**config.mk**
```make
export PLATFORM = sky130hd
export DESIGN_NAME = magnetometer_heading_atan2_top
export DESIGN_NICKNAME = d
export VERILOG_FILES = /design/src/design/mha_pkg.sv /design/src/design/magnetometer_heading_atan2_top.sv
export SDC_FILE = /design/constraint.sdc
export NUM_CORES = 2
export LEC_CHECK = 0
export BUFFER_PORTS_ARGS = -buffer_cell sky130_fd_sc_hd__buf_4
export CELL_PAD_IN_SITES_DETAIL_PLACEMENT = 1
export CELL_PAD_IN_SITES_GLOBAL_PLACEMENT = 1
export CORE_UTILIZATION = 25
export CTS_CLUSTER_SIZE = 20
export DETAILED_ROUTE_END_ITERATION = 12
export PLACE_DENSITY = 0.47
export SYNTH_ARGS = -nofsm -noshare
export SYNTH_HDL_FRONTEND = slang
export SYNTH_SLANG_ARGS = --single-unit
```
**constraint.sdc**
```tcl
create_clock -name clk -period 57.6 [get_ports clk]
set_input_delay 2.88 -clock clk [delete_from_list [all_inputs] [get_ports clk]]
set_output_delay 2.88 -clock clk [all_outputs]
set_load 0.05 [all_outputs]
```
**src/design/mha_pkg.sv**
```systemverilog
// constants, types and arctangent table for the magnetometer heading block
`timescale 1ns / 1ps

package mha_pkg;

  localparam int SAMPLE_W = 12;
  localparam int COORD_W = 28;
  localparam int ANGLE_W = 25;
  localparam int WRAP_W = 23;
  localparam int HEADING_W = 15;
  localparam int SCALE_SH = 12;

  localparam int CORDIC_STEPS = 16;
  localparam int TABLE_LEN = 24;
  localparam int STEPS = (CORDIC_STEPS > TABLE_LEN) ? TABLE_LEN : CORDIC_STEPS;

  typedef logic signed [COORD_W-1:0] coord_t;
  typedef logic signed [ANGLE_W-1:0] angle_t;
  typedef logic [WRAP_W-1:0] wrap_t;
  typedef logic [HEADING_W-1:0] heading_t;

  // 1/16384 degree units
  localparam angle_t ANGLE_FULL = 25'sd5898240;
  localparam angle_t ANGLE_HALF = 25'sd2949120;
  localparam wrap_t ROUND_HALF = 23'd128;
  localparam int ROUND_SH = 8;
  localparam heading_t HEADING_FULL = 15'd23040;

  // atan(2^-i) in degrees times 16384
  localparam angle_t ATAN_TAB [TABLE_LEN] = '{
    25'sd737280, 25'sd435242, 25'sd229970, 25'sd116736,
    25'sd58595,  25'sd29326,  25'sd14667,  25'sd7334,
    25'sd3667,   25'sd1833,   25'sd917,    25'sd458,
    25'sd229,    25'sd115,    25'sd57,     25'sd29,
    25'sd14,     25'sd7,      25'sd4,      25'sd2,
    25'sd1,      25'sd0,      25'sd0,      25'sd0
  };

endpackage

```
**src/design/magnetometer_heading_atan2_top.sv**
```systemverilog
// compass heading from x/y magnetometer samples by a pipelined cordic atan2
`timescale 1ns / 1ps

// channel   direction  handshake             payload
// in        in         in_valid / in_stall   mag_x, mag_y (signed 12 bit)
// out       out        out_valid / out_stall heading (0..23039, 1/64 degree)
// cfg       in         cfg_valid / cfg_ready cfg_data (sensor_present)
//
// one item per cycle while the output is not stalled; the stages are the prep
// stage, one stage per cordic iteration, the wrap stage and the output register
// rst is synchronous active high: clears valid bits, sensor_present and
// the stored heading
// a stalled output freezes the whole pipeline in place; in_stall is high
// exactly while the output holds an item that is being stalled
// cfg_ready is always high

module magnetometer_heading_atan2_top (
  input  logic                       clk,
  input  logic                       rst,
  input  logic                       in_valid,
  output logic                       in_stall,
  input  logic signed [11:0]         mag_x,
  input  logic signed [11:0]         mag_y,
  output logic                       out_valid,
  input  logic                       out_stall,
  output logic [14:0]                heading,
  input  logic                       cfg_valid,
  output logic                       cfg_ready,
  input  logic                       cfg_data
);

  localparam int N = mha_pkg::STEPS;

  // pipeline advance: everything moves unless a finished item is held
  logic en;
  assign en = !(out_valid && out_stall);
  assign in_stall = !en;
  assign cfg_ready = 1'b1;

  // configuration register
  logic sensor_present;
  always_ff @(posedge clk) begin
    if (rst) begin
      sensor_present <= 1'b0;
    end else if (cfg_valid && cfg_ready) begin
      sensor_present <= cfg_data;
    end
  end

  // stage k holds the vector after k iterations
  mha_pkg::coord_t px [0:N];
  mha_pkg::coord_t py [0:N];
  mha_pkg::angle_t pz [0:N];
  logic            pv [0:N];
  logic            pzero [0:N];
  logic            ppres [0:N];

  // prep: scale by 2^12, turn left half plane by 180 degrees
  mha_pkg::coord_t x_scaled, y_scaled;
  assign x_scaled = {{(mha_pkg::COORD_W - mha_pkg::SAMPLE_W - mha_pkg::SCALE_SH){mag_x[11]}},
                     mag_x, {mha_pkg::SCALE_SH{1'b0}}};
  assign y_scaled = {{(mha_pkg::COORD_W - mha_pkg::SAMPLE_W - mha_pkg::SCALE_SH){mag_y[11]}},
                     mag_y, {mha_pkg::SCALE_SH{1'b0}}};

  always_ff @(posedge clk) begin
    if (rst) begin
      pv[0] <= 1'b0;
    end else if (en) begin
      pv[0] <= in_valid;
    end
  end

  always_ff @(posedge clk) begin
    if (en) begin
      pzero[0] <= (mag_x == '0) && (mag_y == '0);
      ppres[0] <= sensor_present;
      if (mag_x[11]) begin
        px[0] <= -x_scaled;
        py[0] <= -y_scaled;
        pz[0] <= mha_pkg::ANGLE_HALF;
      end else begin
        px[0] <= x_scaled;
        py[0] <= y_scaled;
        pz[0] <= '0;
      end
    end
  end

  // one cordic vectoring iteration per stage
  for (genvar i = 0; i < N; i++) begin : g_iter
    mha_pkg::coord_t dx, dy;
    assign dx = py[i] >>> i;
    assign dy = px[i] >>> i;

    always_ff @(posedge clk) begin
      if (rst) begin
        pv[i+1] <= 1'b0;
      end else if (en) begin
        pv[i+1] <= pv[i];
      end
    end

    always_ff @(posedge clk) begin
      if (en) begin
        pzero[i+1] <= pzero[i];
        ppres[i+1] <= ppres[i];
        if (py[i] > 0) begin
          px[i+1] <= px[i] + dx;
          py[i+1] <= py[i] - dy;
          pz[i+1] <= pz[i] + mha_pkg::ATAN_TAB[i];
        end else begin
          px[i+1] <= px[i] - dx;
          py[i+1] <= py[i] + dy;
          pz[i+1] <= pz[i] - mha_pkg::ATAN_TAB[i];
        end
      end
    end
  end

  // wrap into one turn
  mha_pkg::angle_t z_fix;
  always_comb begin
    z_fix = pz[N];
    if (pz[N] < 0) begin
      z_fix = pz[N] + mha_pkg::ANGLE_FULL;
    end else if (pz[N] >= mha_pkg::ANGLE_FULL) begin
      z_fix = pz[N] - mha_pkg::ANGLE_FULL;
    end
  end

  logic          wv, wzero, wpres;
  mha_pkg::wrap_t wz;

  always_ff @(posedge clk) begin
    if (rst) begin
      wv <= 1'b0;
    end else if (en) begin
      wv <= pv[N];
    end
  end

  always_ff @(posedge clk) begin
    if (en) begin
      wz    <= z_fix[mha_pkg::WRAP_W-1:0];
      wzero <= pzero[N];
      wpres <= ppres[N];
    end
  end

  // round to 1/64 degree, fold a full turn back to north; a zero vector gives north
  mha_pkg::wrap_t   z_round;
  mha_pkg::heading_t h_raw, h_calc;
  assign z_round = wz + mha_pkg::ROUND_HALF;
  assign h_raw = z_round[mha_pkg::ROUND_SH +: mha_pkg::HEADING_W];
  always_comb begin
    if (wzero) begin
      h_calc = '0;
    end else if (h_raw >= mha_pkg::HEADING_FULL) begin
      h_calc = h_raw - mha_pkg::HEADING_FULL;
    end else begin
      h_calc = h_raw;
    end
  end

  // output register and stored heading
  mha_pkg::heading_t last_heading;

  always_ff @(posedge clk) begin
    if (rst) begin
      out_valid    <= 1'b0;
      last_heading <= '0;
    end else if (en) begin
      out_valid <= wv;
      if (wv && wpres) begin
        last_heading <= h_calc;
      end
    end
  end

  always_ff @(posedge clk) begin
    if (en) begin
      heading <= wpres ? h_calc : last_heading;
    end
  end

`ifndef NO_ASSERTIONS
  // results always lie inside one turn
  a_heading_range: assert property (@(posedge clk) disable iff (rst)
    out_valid |-> heading < mha_pkg::HEADING_FULL)
    else $error("heading out of range");

  a_last_range: assert property (@(posedge clk) disable iff (rst)
    last_heading < mha_pkg::HEADING_FULL)
    else $error("stored heading out of range");

  // an item leaving the wrap stage reaches the output register
  a_wrap_to_out: assert property (@(posedge clk) disable iff (rst)
    en && wv |=> out_valid)
    else $error("item lost between wrap stage and output");

  // a frozen item shows the stored heading
  a_frozen: assert property (@(posedge clk) disable iff (rst)
    en && wv && !wpres |=> heading == $past(last_heading))
    else $error("frozen item does not show stored heading");
`endif

endmodule
```
==> reports/metrics.yaml <==
timing.rr.end: "px[9][25]$_DFFE_PP_"
htreeDepth: 4
vias_per_cell: 4.85
fp.dieH_um: 613
die_area_um2: 376000
ys_types: 98
grt_pass1_wl_um: 448000
seq_area_frac_synth: 0.382
min_from: "ppres[14]$_DFFE_PN_"
cp_slowest_cell: "buf_4"
hold_buffers: 0
cts.clk_slew.worst_paths_ns: 0.06
setup-tns-final_ns: 0
area_growth_pct: 12.4
synth_ff_type: "edfxtp_1"
drt-total-wl_um: 290000
outcome: "finished with violations"
pre_cts_ws_ns: 48.24
cts.sinks: 1195
async_reset_ff_frac: 0
setup.worst_path.end: "px[4][26]$_DFFE_PP_"
relSlewSlack: 0.135
ys_top_cells_by_area: "edfxtp_1 38%, ha_1 14%, xnor2_1 8.4%"
insertion_delay_ns: 0.86
first_pass_iters: 9
failed_checks: "design-rule violations"
synth_area_um2: 93500
start_util: 0.251
dp_hpwl_um: 231000
cts_made_buffers: 155
synthCells: 9490
drive_above_1_share: 0.0490
setup.worst_path.start_class: "input port"
whs_ns: 0.412
antenna_found_initial: 5
io_pins: 48
syn_nets: 10600
route.detailed.drc: 4
cts_buffer_depth: 4
grt_usage: 0.150
maxCapViolations: 0
clock_skew_ns: 0.0599
yosysWarningCount: 0
setup_viol: 0
drt_iter0_drc: 3581
die-width_um: 613
ys_ff_latch: 1195
grt_max_degree: 89
period_minus_slack_ns: 8.51
gp_congestion: 0.826
synth_edf_count: 1177
post_drt_wl_per_cell_um: 19.7
slew_viol_final: 0
row_count: 224
grt-ovfl-total: 0
synth_area_leader_cell: "edfxtp_1"
root_buffer: "clkbuf_16"
worst_pin_slew_ns: 1.30
min_period_over_period: 0.148
path_class: "in2reg"
n_fill_cell: 42600
cts_tree: "yes"
grt_pass1_vias: 74400
fp.coreArea_um2: 372000
crit_required_ns: 58.17
vias: 71300
synth.top_cell.area_share: 0.378
endpoint_kind: "flop"
port_buffers: 46
r2r-start: "py[8][8]$_DFFE_PP_"
critical_path_arrival_ns: 9.08
cts_resized: 0
reg2reg_setup_slack_ns: 49.90
final.setup.worst_slack_ns: 49.09
hold_viol_final: 0
critical_path.max_stage_delay_ns: 0.70
num-nets-final: 10700
hp-class: "reg2reg"
cp_max_fo: 87
r2r.worst_path.cells: 23
rsz0062_at_grt: "no"
synth_area_per_cell_um2: 9.85
crit_chain: "buf_4 > nand2_4 > buf_4 > buf_4 > buf_12 > and2_1 > a21oi_2 > buf_4 > inv_1 > buf_4 > a21oi_1 > xnor2_1 > ha_1 > a21oi_1 > o21bai_1 > a21oi_1 > a21boi_0 > o21a_1 > o211ai_1 > a31oi_1 > or4b_2 > a31o_2 > a21oi_1 > xnor2_1"
fin_util: 0.282
antenna_left: 0
path_common_cell: "buf_4"
post-cts-setup-buffers: 0
max_freq_mhz: 118
startpoint: "out_stall"
-- kinds of logic (layout without fill, tap and decap cells) --
logic type               count (synthesis)  count (layout)  share of synthesized area
AO/OA/AOI/OAI                         2640            2640                      0.179
AND/OR/NAND/NOR                       2546            2546                      0.131
XOR/XNOR                              1358            1358                      0.127
flip-flops                            1195            1195                      0.382
adder cells (fa/ha/maj)               1089            1089                      0.148
buffers and inverters                  593             831                     0.0240
multiplexers                            68              68                    0.00779
other                                    1               7                  0.0000401
-- routing by layer --
layer  share of wire  global-route usage
met5               0                   0
met4           0.020              0.0323
met3           0.023              0.0136
met2            0.46               0.251
met1            0.50               0.210
-- worst min-delay path by stage --
stage	end	slack, ns	cells past startpoint
after floorplan	ppres[10]$_DFFE_PN_	0.40	0
after global placement	wzero$_DFFE_PN_	0.40	0
after detailed placement	pzero[13]$_DFFE_PN_	0.41	0
after CTS	ppres[12]$_DFFE_PN_	0.42	0
after global routing	wzero$_DFFE_PN_	0.42	0
final	ppres[15]$_DFFE_PN_	0.41	0
-- Yosys cell counts (148+ instances only) --
cell type,count
edfxtp_1,1177
ha_1,1056
xnor2_1,900
a21oi_1,826
nor2_1,760
nand2_1,594
o21ai_0,545
xor2_1,456
inv_1,444
a21o_1,307
nor3_1,248
nand3_1,162
nand2b_1,159
o21a_1,148
-- state kept, by name, indices dropped and copies added (netlist names), 15 cells and up --
| name | count |
|---|---|
| last_heading | 15 |
| px | 351 |
| pz | 348 |
| py | 394 |
| pv | 17 |
| pzero | 17 |
| wz | 16 |
| ppres | 17 |
| heading | 15 |
-- worst max-delay path: cells and delay by family --
kind / cells / cell delay (ns)
AOI/OAI and AO/OA: 11 / 1.98
and+or+nand+nor: 3 / 1.14
adders and majority gates: 1 / 0.32
xor gates and xnor gates: 2 / 0.26
buffers and inverters: 7 / 2.35
-- cells in the final DEF, fill, tap and decap left out, types with 46 or more instances in the layout --
| cell | n |
|---|---|
| and3_1 | 68 |
| clkbuf_16 | 156 |
| o21a_1 | 148 |
| a211oi_1 | 67 |
| edfxtp_1 | 1177 |
| a21oi_1 | 825 |
| nand2b_1 | 159 |
| nor4_1 | 89 |
| or3_1 | 94 |
| xnor2_1 | 900 |
| a31oi_1 | 91 |
| o21ai_0 | 544 |
| nor2b_1 | 110 |
| nand2_1 | 592 |
| buf_4 | 102 |
| nor2_1 | 759 |
| nand4_1 | 49 |
| nor3_1 | 248 |
| a21o_1 | 307 |
| o41ai_1 | 72 |
| inv_1 | 444 |
| nand3_1 | 162 |
| o21bai_1 | 115 |
| xor2_1 | 456 |
| o31ai_1 | 141 |
| ha_1 | 1056 |
| and2_1 | 46 |
-- layout make-up --
cell class | instances | area [µm²] | share of cell area
Sequential cell | 1195 | 35700 | 0.340
Antenna cell | 6 | 15.0 | 0.000143
Inverter | 452 | 1700 | 0.0162
Tap cell | 4972 | 6220 | 0.0592
Clock inverter | 95 | 967 | 0.00921
Multi-Input combinational cell | 7702 | 55600 | 0.529
Clock buffer | 181 | 4070 | 0.0387
Timing Repair Buffer | 103 | 786 | 0.00748
-- per-stage QoR --
step           std cells  instance area [µm²]
2_1_floorplan       9490                93500
6_report           14700               105000
3_5_place_dp       14400               100000
3_3_place_gp       14400               100000
5_1_grt            14700               105000
4_1_cts            14700               105000
Power is not shown: default switching activity piles up to over one toggle a cycle in this logic, so the estimate is an artifact.
